$ cat config.mk
export PLATFORM = sky130hd
export DESIGN_NAME = button_gesture_menu_controller
export DESIGN_NICKNAME = d
export VERILOG_FILES = /design/src/rtl/bgm_pkg.sv /design/src/rtl/bgm_cfg_regs.sv /design/src/rtl/bgm_core.sv /design/src/rtl/bgm_out_reg.sv /design/src/rtl/button_gesture_menu_controller.sv
export SDC_FILE = /design/constraint.sdc
export NUM_CORES = 1
export LEC_CHECK = 0
export BUFFER_PORTS_ARGS = -buffer_cell sky130_fd_sc_hd__buf_2
export CAP_MARGIN = 20
export CORE_UTILIZATION = 65
export CTS_BUF_LIST = sky130_fd_sc_hd__clkbuf_4 sky130_fd_sc_hd__clkbuf_8
export DETAILED_ROUTE_END_ITERATION = 6
export PLACE_DENSITY = 0.82
export SETUP_SLACK_MARGIN = 0.15
export SLEW_MARGIN = 20
export SYNTH_ARGS = -nofsm -noshare
export SYNTH_HDL_FRONTEND = slang
export SYNTH_SLANG_ARGS = --single-unit
export TNS_END_PERCENT = 20
$ cat constraint.sdc
create_clock -name clk -period 10.9 [get_ports clk]
set_clock_uncertainty 0.1 [all_clocks]
set_input_delay 0.545 -clock clk [delete_from_list [all_inputs] [get_ports clk]]
set_output_delay 0.545 -clock clk [all_outputs]
set_load 0.01 [all_outputs]
$ cat src/rtl/bgm_pkg.sv
// Shared types, codes and reset constants for the button gesture menu controller.
package bgm_pkg;

    localparam int CFG_W         = 16;
    localparam int CLICK_W       = 4;
    localparam int SLOT_W        = 4;
    localparam int CFG_IDX_W     = 2;
    localparam int MENU_ENTRIES_DEF = 3;

    localparam logic [CFG_W-1:0]   CLICK_GAP_RST     = 16'd300;
    localparam logic [CFG_W-1:0]   LONG_PRESS_RST    = 16'd600;
    localparam logic [CFG_W-1:0]   VLONG_PRESS_RST   = 16'd2000;
    localparam logic [CFG_W-1:0]   SINCE_MAX         = 16'hFFFF;
    localparam logic [CLICK_W-1:0] CLICK_MAX         = 4'd15;

    localparam logic [CFG_IDX_W-1:0] REG_CLICK_GAP   = 2'd0;
    localparam logic [CFG_IDX_W-1:0] REG_LONG_PRESS  = 2'd1;
    localparam logic [CFG_IDX_W-1:0] REG_VLONG_PRESS = 2'd2;

    typedef enum logic [2:0] {
        GEST_NONE   = 3'd0,
        GEST_VLONG  = 3'd1,
        GEST_LONG   = 3'd2,
        GEST_SINGLE = 3'd3,
        GEST_DOUBLE = 3'd4,
        GEST_TRIPLE = 3'd5,
        GEST_MANY   = 3'd6
    } gesture_t;

    typedef enum logic [2:0] {
        ACT_NONE      = 3'd0,
        ACT_POWER_OFF = 3'd1,
        ACT_TARE      = 3'd2,
        ACT_CALIBRATE = 3'd3,
        ACT_WIFI_ON   = 3'd4
    } action_t;

    typedef struct packed {
        logic [CFG_W-1:0] click_gap;
        logic [CFG_W-1:0] long_press;
        logic [CFG_W-1:0] vlong_press;
    } cfg_t;

    typedef struct packed {
        gesture_t           gesture;
        action_t            action;
        logic [CLICK_W-1:0] click_total;
        logic               menu_shown;
        logic [SLOT_W-1:0]  menu_slot;
    } result_t;

endpackage

$ cat src/rtl/bgm_cfg_regs.sv
// Configuration register file holding the three press timing thresholds.
module bgm_cfg_regs
    import bgm_pkg::*;
(
    input  logic                 clk,
    input  logic                 rst_n,
    input  logic                 cfg_we,
    input  logic [CFG_IDX_W-1:0] cfg_index,
    input  logic [CFG_W-1:0]     cfg_data,
    output cfg_t                 cfg
);

    cfg_t cfg_reg;
    cfg_t cfg_next;

    always_comb
    begin
        cfg_next = cfg_reg;
        if (cfg_we)
        begin
            unique case (cfg_index)
                REG_CLICK_GAP:   cfg_next.click_gap   = cfg_data;
                REG_LONG_PRESS:  cfg_next.long_press  = cfg_data;
                REG_VLONG_PRESS: cfg_next.vlong_press = cfg_data;
                default:         cfg_next = cfg_reg;
            endcase
        end
    end

    always_ff @(posedge clk or negedge rst_n)
    begin
        if (!rst_n)
        begin
            cfg_reg.click_gap   <= CLICK_GAP_RST;
            cfg_reg.long_press  <= LONG_PRESS_RST;
            cfg_reg.vlong_press <= VLONG_PRESS_RST;
        end
        else
        begin
            cfg_reg <= cfg_next;
        end
    end

    assign cfg = cfg_reg;

endmodule

$ cat src/rtl/bgm_core.sv
// Gesture classifier and menu state: one level sample in, one result out per request.
module bgm_core
    import bgm_pkg::*;
#(
    parameter int MENU_ENTRIES = MENU_ENTRIES_DEF
)
(
    input  logic    clk,
    input  logic    rst_n,
    input  logic    step,
    input  logic    pressed,
    input  cfg_t    cfg,
    output result_t result
);

    localparam int CUR_W = (MENU_ENTRIES > 1) ? $clog2(MENU_ENTRIES) : 1;
    localparam logic [CUR_W-1:0] CUR_LAST = CUR_W'(MENU_ENTRIES - 1);

    logic               level_reg,  level_next;
    logic [CFG_W-1:0]   since_reg,  since_next;
    logic [CLICK_W-1:0] clicks_reg, clicks_next;
    logic               menu_reg,   menu_next;
    logic [CUR_W-1:0]   cursor_reg, cursor_next;

    logic [CFG_W-1:0]   since_inc;
    logic               released;
    logic               evaluate;
    logic [SLOT_W-1:0]  cursor_wide;

    assign cursor_wide = SLOT_W'(cursor_reg);

    always_comb
    begin
        since_inc   = (since_reg != SINCE_MAX) ? since_reg + 1'b1 : since_reg;
        released    = (pressed != level_reg) && !pressed;
        level_next  = pressed;
        since_next  = (pressed != level_reg) ? '0 : since_inc;
        clicks_next = clicks_reg;
        menu_next   = menu_reg;
        cursor_next = cursor_reg;
        result.gesture     = GEST_NONE;
        result.action      = ACT_NONE;
        result.click_total = '0;

        // The held time of the press that just ended is the count before clearing.
        if (released)
        begin
            if (since_inc > cfg.vlong_press)
            begin
                result.gesture = GEST_VLONG;
                result.action  = ACT_POWER_OFF;
            end
            else if (since_inc > cfg.long_press)
            begin
                result.gesture = GEST_LONG;
            end
            else if (clicks_reg != CLICK_MAX)
            begin
                clicks_next = clicks_reg + 1'b1;
            end
        end

        // The idle count is zero on a release, so this never fires on the same tick.
        evaluate = !pressed && (clicks_next != '0) && (since_next > cfg.click_gap);
        if (evaluate)
        begin
            result.click_total = clicks_next;
            case (clicks_next)
                4'd1:
                begin
                    result.gesture = GEST_SINGLE;
                    if (menu_reg)
                        cursor_next = (cursor_reg == CUR_LAST) ? '0 : cursor_reg + 1'b1;
                end
                4'd2:
                begin
                    result.gesture = GEST_DOUBLE;
                    if (menu_reg)
                    begin
                        case (cursor_wide)
                            4'd0:    result.action = ACT_TARE;
                            4'd1:    result.action = ACT_CALIBRATE;
                            4'd2:    result.action = ACT_WIFI_ON;
                            default: result.action = ACT_NONE;
                        endcase
                        menu_next = 1'b0;
                    end
                end
                4'd3:
                begin
                    result.gesture = GEST_TRIPLE;
                    if (!menu_reg)
                    begin
                        menu_next   = 1'b1;
                        cursor_next = '0;
                    end
                end
                default: result.gesture = GEST_MANY;
            endcase
            clicks_next = '0;
        end

        result.menu_shown = menu_next;
        result.menu_slot  = SLOT_W'(cursor_next);
    end

    always_ff @(posedge clk or negedge rst_n)
    begin
        if (!rst_n)
        begin
            level_reg  <= 1'b0;
            since_reg  <= '0;
            clicks_reg <= '0;
            menu_reg   <= 1'b0;
            cursor_reg <= '0;
        end
        else if (step)
        begin
            level_reg  <= level_next;
            since_reg  <= since_next;
            clicks_reg <= clicks_next;
            menu_reg   <= menu_next;
            cursor_reg <= cursor_next;
        end
    end

endmodule

$ cat src/rtl/bgm_out_reg.sv
// Result register that decouples the output handshake from the input side.
module bgm_out_reg
    import bgm_pkg::*;
(
    input  logic    clk,
    input  logic    rst_n,
    input  logic    load,
    input  result_t result_in,
    input  logic    out_ready,
    output logic    out_valid,
    output logic    can_load,
    output result_t result_out
);

    logic    valid_reg;
    logic    valid_next;
    result_t data_reg;

    assign can_load   = !valid_reg || out_ready;
    assign valid_next = load ? 1'b1 : (valid_reg && !out_ready);

    always_ff @(posedge clk or negedge rst_n)
    begin
        if (!rst_n)
            valid_reg <= 1'b0;
        else
            valid_reg <= valid_next;
    end

    always_ff @(posedge clk)
    begin
        if (load)
            data_reg <= result_in;
    end

    assign out_valid  = valid_reg;
    assign result_out = data_reg;

endmodule

$ cat src/rtl/button_gesture_menu_controller.sv
// Top level of the button gesture menu controller.
//
// Each request carries one button level sample (one per millisecond tick) and
// produces exactly one result: the gesture recognized on that tick, the menu
// action it triggers, the click count of a click gesture, and the menu state
// after the tick. A request is taken every cycle while the output register is
// empty or read in that cycle; its result appears in the output register on
// the next cycle. Timing thresholds are written through the configuration
// port while idle; the user must keep to this, the block does not enforce it.
module button_gesture_menu_controller
    import bgm_pkg::*;
#(
    parameter int MENU_ENTRIES = MENU_ENTRIES_DEF
)
(
    input  logic                 clk,
    input  logic                 rst_n,
    input  logic                 in_valid,
    output logic                 in_ready,
    input  logic                 pressed,
    output logic                 out_valid,
    input  logic                 out_ready,
    output logic [2:0]           gesture,
    output logic [2:0]           action,
    output logic [CLICK_W-1:0]   click_total,
    output logic                 menu_shown,
    output logic [SLOT_W-1:0]    menu_slot,
    input  logic                 cfg_valid,
    output logic                 cfg_ready,
    input  logic [CFG_IDX_W-1:0] cfg_index,
    input  logic [CFG_W-1:0]     cfg_data
);

    cfg_t    cfg;
    result_t core_result;
    result_t held_result;
    logic    step;

    assign cfg_ready = 1'b1;
    assign step      = in_valid && in_ready;

    bgm_cfg_regs u_cfg (
        .clk       (clk),
        .rst_n     (rst_n),
        .cfg_we    (cfg_valid),
        .cfg_index (cfg_index),
        .cfg_data  (cfg_data),
        .cfg       (cfg)
    );

    bgm_core #(
        .MENU_ENTRIES (MENU_ENTRIES)
    ) u_core (
        .clk     (clk),
        .rst_n   (rst_n),
        .step    (step),
        .pressed (pressed),
        .cfg     (cfg),
        .result  (core_result)
    );

    bgm_out_reg u_out (
        .clk        (clk),
        .rst_n      (rst_n),
        .load       (step),
        .result_in  (core_result),
        .out_ready  (out_ready),
        .out_valid  (out_valid),
        .can_load   (in_ready),
        .result_out (held_result)
    );

    assign gesture     = held_result.gesture;
    assign action      = held_result.action;
    assign click_total = held_result.click_total;
    assign menu_shown  = held_result.menu_shown;
    assign menu_slot   = held_result.menu_slot;

endmodule

=== Yosys cells after proc, flatten, opt, wreduce, memory -nomap -nowiden ===
Index checks and enable logic that the tools add are counted.

* Flip-flop bits (word level): 86
* Output and inout port bits: 18

* Reductions and logical operators: 15
* Order comparisons: 3
* Equality and inequality tests: 10
* Muxes and demuxes: 24
* Add/subtract/negate cells: 3

{| class="wikitable"
|+ Operators by type and width
! kind !! count
|-
| 16-bit greater-than comparator || 3
|-
| 16-bit two-way mux || 2
|-
| 4-bit two-way mux || 5
|-
| 3-bit one-hot mux with 3 select lines || 2
|-
| 16-bit by 1-bit adder with 16-bit output, second input constant || 1
|-
| 16-bit != test, second input constant || 1
|-
| 10-bit two-way mux || 1
|-
| 2-bit two-way mux || 5
|-
| 3-bit two-way mux || 3
|-
| 4-bit by 2-bit equality test with 1-bit output, second input constant || 2
|-
| 6-bit two-way mux || 1
|-
| 2-bit AND reduction || 3
|-
| 1-bit logical AND || 5
|-
| 4-bit by 1-bit adder with 4-bit output, second input constant || 1
|-
| 2-bit by 1-bit equality test with 1-bit output, second input constant || 2
|-
| 2-bit equality test, second input constant || 2
|-
| 4-bit by 1-bit equality test with 1-bit output, second input constant || 1
|-
| 4-bit zero test || 1
|-
| 4-bit != test, second input constant || 1
|-
| 2-bit one-hot mux with 2 select lines || 1
|-
| 4-bit nonzero test || 1
|-
| 1-bit zero test || 3
|-
| 1-bit two-way mux || 3
|-
| 2-bit by 1-bit adder with 2-bit output, second input constant || 1
|-
| 4 further kinds || 4
|}

=== Depth between registers and ports, before layout ===
Gate-level depths: netlist of the first run.

* Depth in word-level cells: 10
* Mapped depth: 21
* Mapped depth without buffers: 20

=== Hierarchy ===
From an unflattened synthesis of the first run, not the netlist that was laid out.

* Cell total of the unflattened synthesis: 510
* Area, all modules: 5526.6 um^2

{| class="wikitable"
|+ By module, submodules not included
! module !! area an instance (um^2) !! sequential area each (um^2) !! cells each !! times used
|-
| bgm_core || 3178.0 || 600.6 || 387 || 1
|-
| bgm_cfg_regs || 1833.0 || 1218.7 || 102 || 1
|-
| bgm_out_reg || 498.0 || 475.5 || 18 || 1
|-
| button_gesture_menu_controller || 17.5 || 0.0 || 3 || 1
|}

=== Worst setup path before layout of the first run ===
Ideal clock, no wire load.

* Path type: register to register
* From: register u_core.since_reg[0]
* To: register u_out.data_reg (netlist bit u_out.result_out[1]), data pin
* Setup time: 0.270 ns
* Period minus slack after synthesis: 4.769 ns
* Slack: 6.131 ns
* Data arrival time: 4.399 ns
* Stages on the path, launching flop included: 21
* Cell sequence: dfrtp_1 -> ha_1 -> nand3_1 -> nor2_8 -> nand2_4 -> and2_2 -> and3_1 -> nor3b_1 -> nand4_1 -> xnor2_1 -> ha_1 -> nand4_1 -> nor3_1 -> nand3_1 -> a221oi_1 -> o22ai_2 -> nor3_2 -> mux2i_2 -> nor3_2 -> a32oi_1 -> o22ai_1

{| class="wikitable"
|+ RTL lines
! item !! RTL line !! text
|-
| from (decl) || bgm_core.sv:20 || <nowiki>logic [CFG_W-1:0] since_reg, since_next;</nowiki>
|-
| from (signal assigned) || bgm_core.sv:120 || <nowiki>since_reg <= since_next;</nowiki>
|-
| to (signal assigned) || bgm_out_reg.sv:33 || <nowiki>data_reg <= result_in;</nowiki>
|-
| to (decl) || bgm_out_reg.sv:17 || <nowiki>result_t data_reg;</nowiki>
|}

==> impl_metrics.env, run 1 <==
export IMPL_outcome="complete, no violations"
export IMPL_fin_ws_ns=5.29
export IMPL_synthTopCellsByArea="dfrtp_1 (28%), ha_1 (12%), mux2_2 (10%)"
export IMPL_synth_seq_cells=86
export IMPL_worstSetupPathType="reg -> reg"
export IMPL_place_worst_setup_slack_ns=5.42
export IMPL_yosysSeqAreaShare_pct=42.2
export IMPL_track_usage_pct=29.9
export IMPL_nets=630
export IMPL_post_route_period_util_pct=51.5
export IMPL_min_path_type="in -> async"
export IMPL_placed_area_um2=5580
export IMPL_synth_top_area_share_pct=27.9
export IMPL_p_leak_uw=0.00275
export IMPL_relSlewSlack_pct=37.1
export IMPL_crit_fanout=7
export IMPL_ys_warn_count=0
export IMPL_dr_pass1_iters=4
export IMPL_cp_end_kind="flip-flop"
export IMPL_rsz0062_at_grt="false"
export IMPL_dp_cells=648
export IMPL_fp_coreArea_um2=7810
export IMPL_clkLatencyLatePin_ns=0.36
export IMPL_synthMostInstantiatedCell="dfrtp_1"
export IMPL_post_drt_via_cell_ratio=5.96
export IMPL_routedWlPerCell_um=17.2
export IMPL_ys_types=64
export IMPL_fmax_mhz=178
export IMPL_cts_sinks=86
export IMPL_routed_wl_um=11400
export IMPL_regArea_um2=2230
export IMPL_hold_buffers=0
export IMPL_yosys_area_top_type="dfrtp_1"
export IMPL_initial_utilization_pct=67.8
export IMPL_drc=0
export IMPL_post_cts_resized=0
export IMPL_die_h_um=92.2
export IMPL_largest_reg_flops=48
export IMPL_htree_levels=3
export IMPL_drive_gt1_share_pct=25.4
export IMPL_ctsLongestPathBuffers=2
export IMPL_final_instance_count_excl_fill=664
export IMPL_post_cts_buffers=0
export IMPL_netlist_area_um2=5290
export IMPL_cap_violations=0
export IMPL_cts_root_buf="clkbuf_8"
export IMPL_clk_pin_slew_ns=0.09
export IMPL_synthArstFlopShare_pct=84.9
export IMPL_antenna_found_initial=0
export IMPL_fill_cells=572
export IMPL_synth_commonest_cells="dfrtp_1 (59), inv_1 (54), ha_1 (49)"
export IMPL_num_antenna_cells=0
export IMPL_num_vias=3958
export IMPL_dieArea_um2=8510
export IMPL_hold_viol_final=0
export IMPL_num_rows=32
export IMPL_final_setup_tns_ns=0
export IMPL_syn_area_per_cell_um2=10.2
export IMPL_synth_simple_area_share_pct=16.3
export IMPL_synth_edf_count=13
export IMPL_numCtsBuffers=9
export IMPL_finish_instance_area_um2=5770
export IMPL_synth_compound_area_share_pct=10.1
export IMPL_arrival_ns=5.62
export IMPL_setup_viol=0
export IMPL_power_ir_vdd_worst_uv=99.0
export IMPL_p_per_area_nw_per_um2=147
export IMPL_fin_util_pct=73.9
export IMPL_pin_count=42
export IMPL_start_kind="flip-flop"
export IMPL_grt_max_degree=74
export IMPL_grt_pass1_wl_um=19700
export IMPL_grt_ovfl_total=0
export IMPL_maxSlewViolCount=0
export IMPL_yosys_area_share_adder_pct=11.6
export IMPL_areaGrowthSynthToFinish_pct=9.00
export IMPL_dp_hpwl_um=8520
export IMPL_fin_crit_ns=5.61
export IMPL_worstMarginPinSlew_ns=0.941
export IMPL_gp_congestion=0.910
export IMPL_grt_pass1_vias=4138
export IMPL_r2r_slack_ns=5.29
export IMPL_synthXorXnorAreaFrac_pct=2.65
export IMPL_drt_first_iter_violations=170
export IMPL_synth_cells=518
export IMPL_antenna_left=0
export IMPL_multi_input_area_um2=2790
export IMPL_crit_required_ns=10.91
export IMPL_synth_top_family_by_area="simple AND/OR/NAND/NOR gates"
export IMPL_fp_dieW_um=92.2
export IMPL_synth_area_mux_share_pct=11.9
export IMPL_numPortBuffers=38
export IMPL_ys_flop_type="dfrtp_1"
export IMPL_cts_tree="built"
[placed cells by master (no fill, tap or decap), types with 12 or more instances in the layout]
| cell type | instances |
|---|---|
| a21oi_1 | 20 |
| and2_1 | 17 |
| buf_2 | 38 |
| dfrtp_1 | 59 |
| dfstp_2 | 14 |
| edfxtp_1 | 13 |
| ha_1 | 49 |
| inv_1 | 54 |
| mux2_2 | 48 |
| nand2_1 | 48 |
| nand3_1 | 14 |
| nand4_1 | 12 |
| nor2_1 | 27 |
| o21ai_0 | 31 |
| xnor2_1 | 14 |
[cell type report]
type | count | area share (%)
sequential | 86 | 38.7
inverter | 55 | 3.58
tap | 102 | 2.21
multi-input combinational | 363 | 48.4
clock inverter | 4 | 0.499
clock buffer | 12 | 2.75
timing repair buffer | 42 | 3.82
[final timing paths]
path	cells past startpoint	start	endpoint
setup reg to reg	20	u_core.since_reg[0]	u_out.result_out[1]
hold / removal	2	rst_n	u_cfg.cfg[42]
setup / recovery	20	u_core.since_reg[0]	u_out.result_out[1]
min in group clk	2	in_valid	u_out.out_valid
hold reg to reg	1	u_cfg.cfg[13]	u_cfg.cfg[13]
max in group asynchronous	2	rst_n	u_core.since_reg[3]
[worst max-delay path, cell delays in order (launching register included)]
cell and delay, ns:
dfrtp_1 0.47, ha_1 0.27, nand3_1 0.24, nor2_8 0.07, nand2_4 0.11, and2_2 0.16, and3_1 0.21, nor3b_1 0.49
nand3_1 0.18, xnor2_1 0.20, ha_1 0.32, nand4_1 0.14, nor3_1 0.28, nand3_1 0.17, a221oi_1 0.40, o22ai_2 0.19
nor3_2 0.30, mux2i_2 0.47, nor3_2 0.15, a32oi_1 0.32, o22ai_1 0.13
[where the power goes]
part / total (µW) / internal [µW] / switching, µW
sequential: 408 / 375 / 32.6
combinational: 225 / 93.7 / 132
clock: 217 / 99.0 / 118
total: 850 / 568 / 282
[kinds of logic after synthesis]
kind of cell,Yosys count
other,2
flip-flops,86
AND/OR/NAND/NOR,156
multiplexers,56
buffers and inverters,70
adder cells (fa/ha/maj),49
AO/OA/AOI/OAI,83
XOR/XNOR,16
[metal layers]
metal	global-route usage [%]	wire (µm)	share of wire, %	vias up
met3	3.81	411	3.6	29
li1	-	-	-	1885
met5	0	0	0	-
met2	51.3	5670	50	114
met1	37.7	4970	44	1930
met4	13.8	333	2.9	0
[per-stage QoR]
stage	hold WS, ns	power (µW)
2_1_floorplan	0.149	566
4_1_cts	0.284	849
6_report	0.290	850
3_3_place_gp	0.371	619
3_5_place_dp	0.389	634
5_1_grt	0.298	895
(Power assumes the default switching activity.)
==> inputs of run 2 (changes only) <==
--- a/config.mk
+++ b/config.mk
@@ -7,10 +7,10 @@
 export LEC_CHECK = 0
 export BUFFER_PORTS_ARGS = -buffer_cell sky130_fd_sc_hd__buf_2
 export CAP_MARGIN = 20
-export CORE_UTILIZATION = 65
+export CORE_UTILIZATION = 57
 export CTS_BUF_LIST = sky130_fd_sc_hd__clkbuf_4 sky130_fd_sc_hd__clkbuf_8
 export DETAILED_ROUTE_END_ITERATION = 6
-export PLACE_DENSITY = 0.82
+export PLACE_DENSITY = 0.76
 export SETUP_SLACK_MARGIN = 0.15
 export SLEW_MARGIN = 20
 export SYNTH_ARGS = -nofsm -noshare
==> constraint.sdc (replaced) <==
create_clock -name clk -period 4.8 [get_ports clk]
set_clock_uncertainty 0.1 [all_clocks]
set_input_delay 0.24 -clock clk [delete_from_list [all_inputs] [get_ports clk]]
set_output_delay 0.24 -clock clk [all_outputs]
set_load 0.01 [all_outputs]
==> impl_metrics.env, run 2 (synthesis results as in run 1) <==
export IMPL_r2r_cells=20
export IMPL_clkLatencyLatePin_ns=0.37
export IMPL_fin_crit_ns=4.69
export IMPL_drt_first_iter_violations=212
export IMPL_worstSetupPathType="reg -> reg"
export IMPL_track_usage_pct=26.3
export IMPL_outcome="complete, but fails checks"
export IMPL_drc=1
export IMPL_power_ir_vdd_worst_uv=215
export IMPL_cp_num_buf_inv=0
export IMPL_crit_required_ns=4.82
export IMPL_gp_congestion=0.875
export IMPL_post_drt_via_cell_ratio=5.86
export IMPL_critPathMaxStageDelay_ns=0.44
export IMPL_grt_max_degree=43
export IMPL_worstMarginPinSlew_ns=0.959
export IMPL_num_vias=4081
export IMPL_p_per_area_nw_per_um2=331
export IMPL_clk_pin_slew_ns=0.09
export IMPL_cp_startpoint="u_core.since_reg[1]"
export IMPL_rr_startpoint="u_core.since_reg[1]"
export IMPL_initial_utilization_pct=59.8
export IMPL_fmax_mhz=213
export IMPL_relSlewSlack_pct=35.9
export IMPL_start_kind="flip-flop"
export IMPL_cp_cell_sequence="ha_4 -> nand3_4 -> nor2_8 -> nand2_4 -> and2_4 -> and3_4 -> nor3b_4 -> nand4_1 -> xnor2_2 -> ha_1 -> nand4_1 -> nor3_2 -> nand3_2 -> a221oi_4 -> o22ai_4 -> nor3b_4 -> mux2i_4 -> xnor2_2 -> a32oi_2 -> o22ai_1"
export IMPL_drive_gt1_share_pct=31.2
export IMPL_fp_coreArea_um2=8850
export IMPL_fp_dieW_um=98.4
export IMPL_cp_end_kind="flip-flop"
export IMPL_final_common_cell="dfrtp_1"
export IMPL_dp_hpwl_um=8760
export IMPL_dp_cells=663
export IMPL_hold_viol_final=0
export IMPL_grt_pass1_wl_um=19900
export IMPL_layout_common_cells="dfrtp_1 (57), inv_1 (54), nand2_1 (48), ha_1 (48), mux2_2 (47)"
export IMPL_nets=657
export IMPL_grt_ovfl_total=0
export IMPL_htree_levels=3
export IMPL_cts_tree="built"
export IMPL_final_instance_count_excl_fill=697
export IMPL_crit_cells=20
export IMPL_post_route_period_util_pct=97.8
export IMPL_cap_violations=0
export IMPL_areaGrowthSynthToFinish_pct=17.4
export IMPL_largest_reg_flops=48
export IMPL_maxSlewViolCount=0
export IMPL_antenna_found_initial=0
export IMPL_worst_path_max_delay_cell="dfrtp_2"
export IMPL_cts_root_buf="clkbuf_8"
export IMPL_dr_pass1_iters=7
export IMPL_numPortBuffers=38
export IMPL_antenna_left=0
export IMPL_p_leak_uw=0.00296
export IMPL_grt_pass1_vias=4075
export IMPL_ctsLongestPathBuffers=2
export IMPL_routed_wl_um=12000
export IMPL_r2r_slack_ns=0.11
export IMPL_num_rows=34
export IMPL_r2r_end="u_out.result_out[1]"
export IMPL_crit_fanout=4
export IMPL_routedWlPerCell_um=17.3
export IMPL_cts_sinks=86
export IMPL_arrival_ns=4.72
export IMPL_numCtsBuffers=9
export IMPL_fin_util_pct=70.2
export IMPL_setup_viol=0
export IMPL_dieArea_um2=9680
export IMPL_num_antenna_cells=0
export IMPL_die_h_um=98.4
export IMPL_cpLargestDelayFamily="simple AND/OR/NAND/NOR gates"
export IMPL_crit_end="u_out.result_out[1]"
export IMPL_min_path_type="in -> reg"
export IMPL_hold_ws_ns=0.00757
export IMPL_rsz0062_at_grt="true"
export IMPL_pin_count=42
export IMPL_violations="DRC"
## run 2: layer usage
layer  up-vias  track usage, %  routed length (µm)
met4         0            12.7                 404
li1       1941               -                   -
met1      1999            34.3                5250
met3        34            3.72                 466
met2       107            43.2                5910
met5         -               0                   0
## run 2: metrics by stage
| step | worst slack [ns] | total power, µW | setup TNS (ns) | area (µm²) |
|---|---|---|---|---|
| after floorplan | 0.153 | 1290 | 0 | 5300 |
| after global placement | 0.0808 | 1420 | 0 | 5660 |
| after detailed placement | -0.134 | 1450 | -0.313 | 5660 |
| after CTS | 0.171 | 2010 | 0 | 6020 |
| after global routing | -0.124 | 2170 | -0.542 | 6210 |
| final | 0.106 | 2060 | 0 | 6210 |
## run 2: power by group
part           leakage [µW]  switching, µW  internal, µW  total (µW)
clock network      0.000108            278           259         537
registers           0.00100           77.0           853         930
logic               0.00185            327           264         591
## run 2: tightest hold or removal path, stage by stage
cell     delay [ns]
buf_2          0.11
nand2_1        0.04
o21ai_0        0.07
## run 2: timing repair
| item | in CTS | in global routing |
|---|---|---|
| endpoints found under the setup margin | 13 | 17 |
| hold buffers | 7 | 0 |
| endpoints found under the hold margin | 32 | 0 |
| resized for setup | 12 | 21 |
| buffers inserted | 2 | 9 |
| pin swaps | 3 | 13 |
## run 2: worst min path at each step
stage | from | to | slack (ns) | cells after the start
final | cfg_data[3] | u_cfg.cfg[35] | 0.008 | 3
after global routing | cfg_data[13] | u_cfg.cfg[45] | 0.02 | 3
after CTS | cfg_data[3] | u_cfg.cfg[35] | 0.0003 | 3
after detailed placement | rst_n | u_cfg.cfg[12] | 0.25 | 1
after global placement | rst_n | u_cfg.cfg[12] | 0.23 | 1
after floorplan | rst_n | u_cfg.cfg[0] | -0.16 | 0
## run 2: layout make-up
type | instances | area [µm²]
inverter | 55 | 206
sequential | 86 | 2240
tap | 108 | 135
fill | 652 | 2630
timing repair buffer | 69 | 440
multi-input combinational | 363 | 2990
clock inverter | 6 | 67.6
clock buffer | 10 | 138
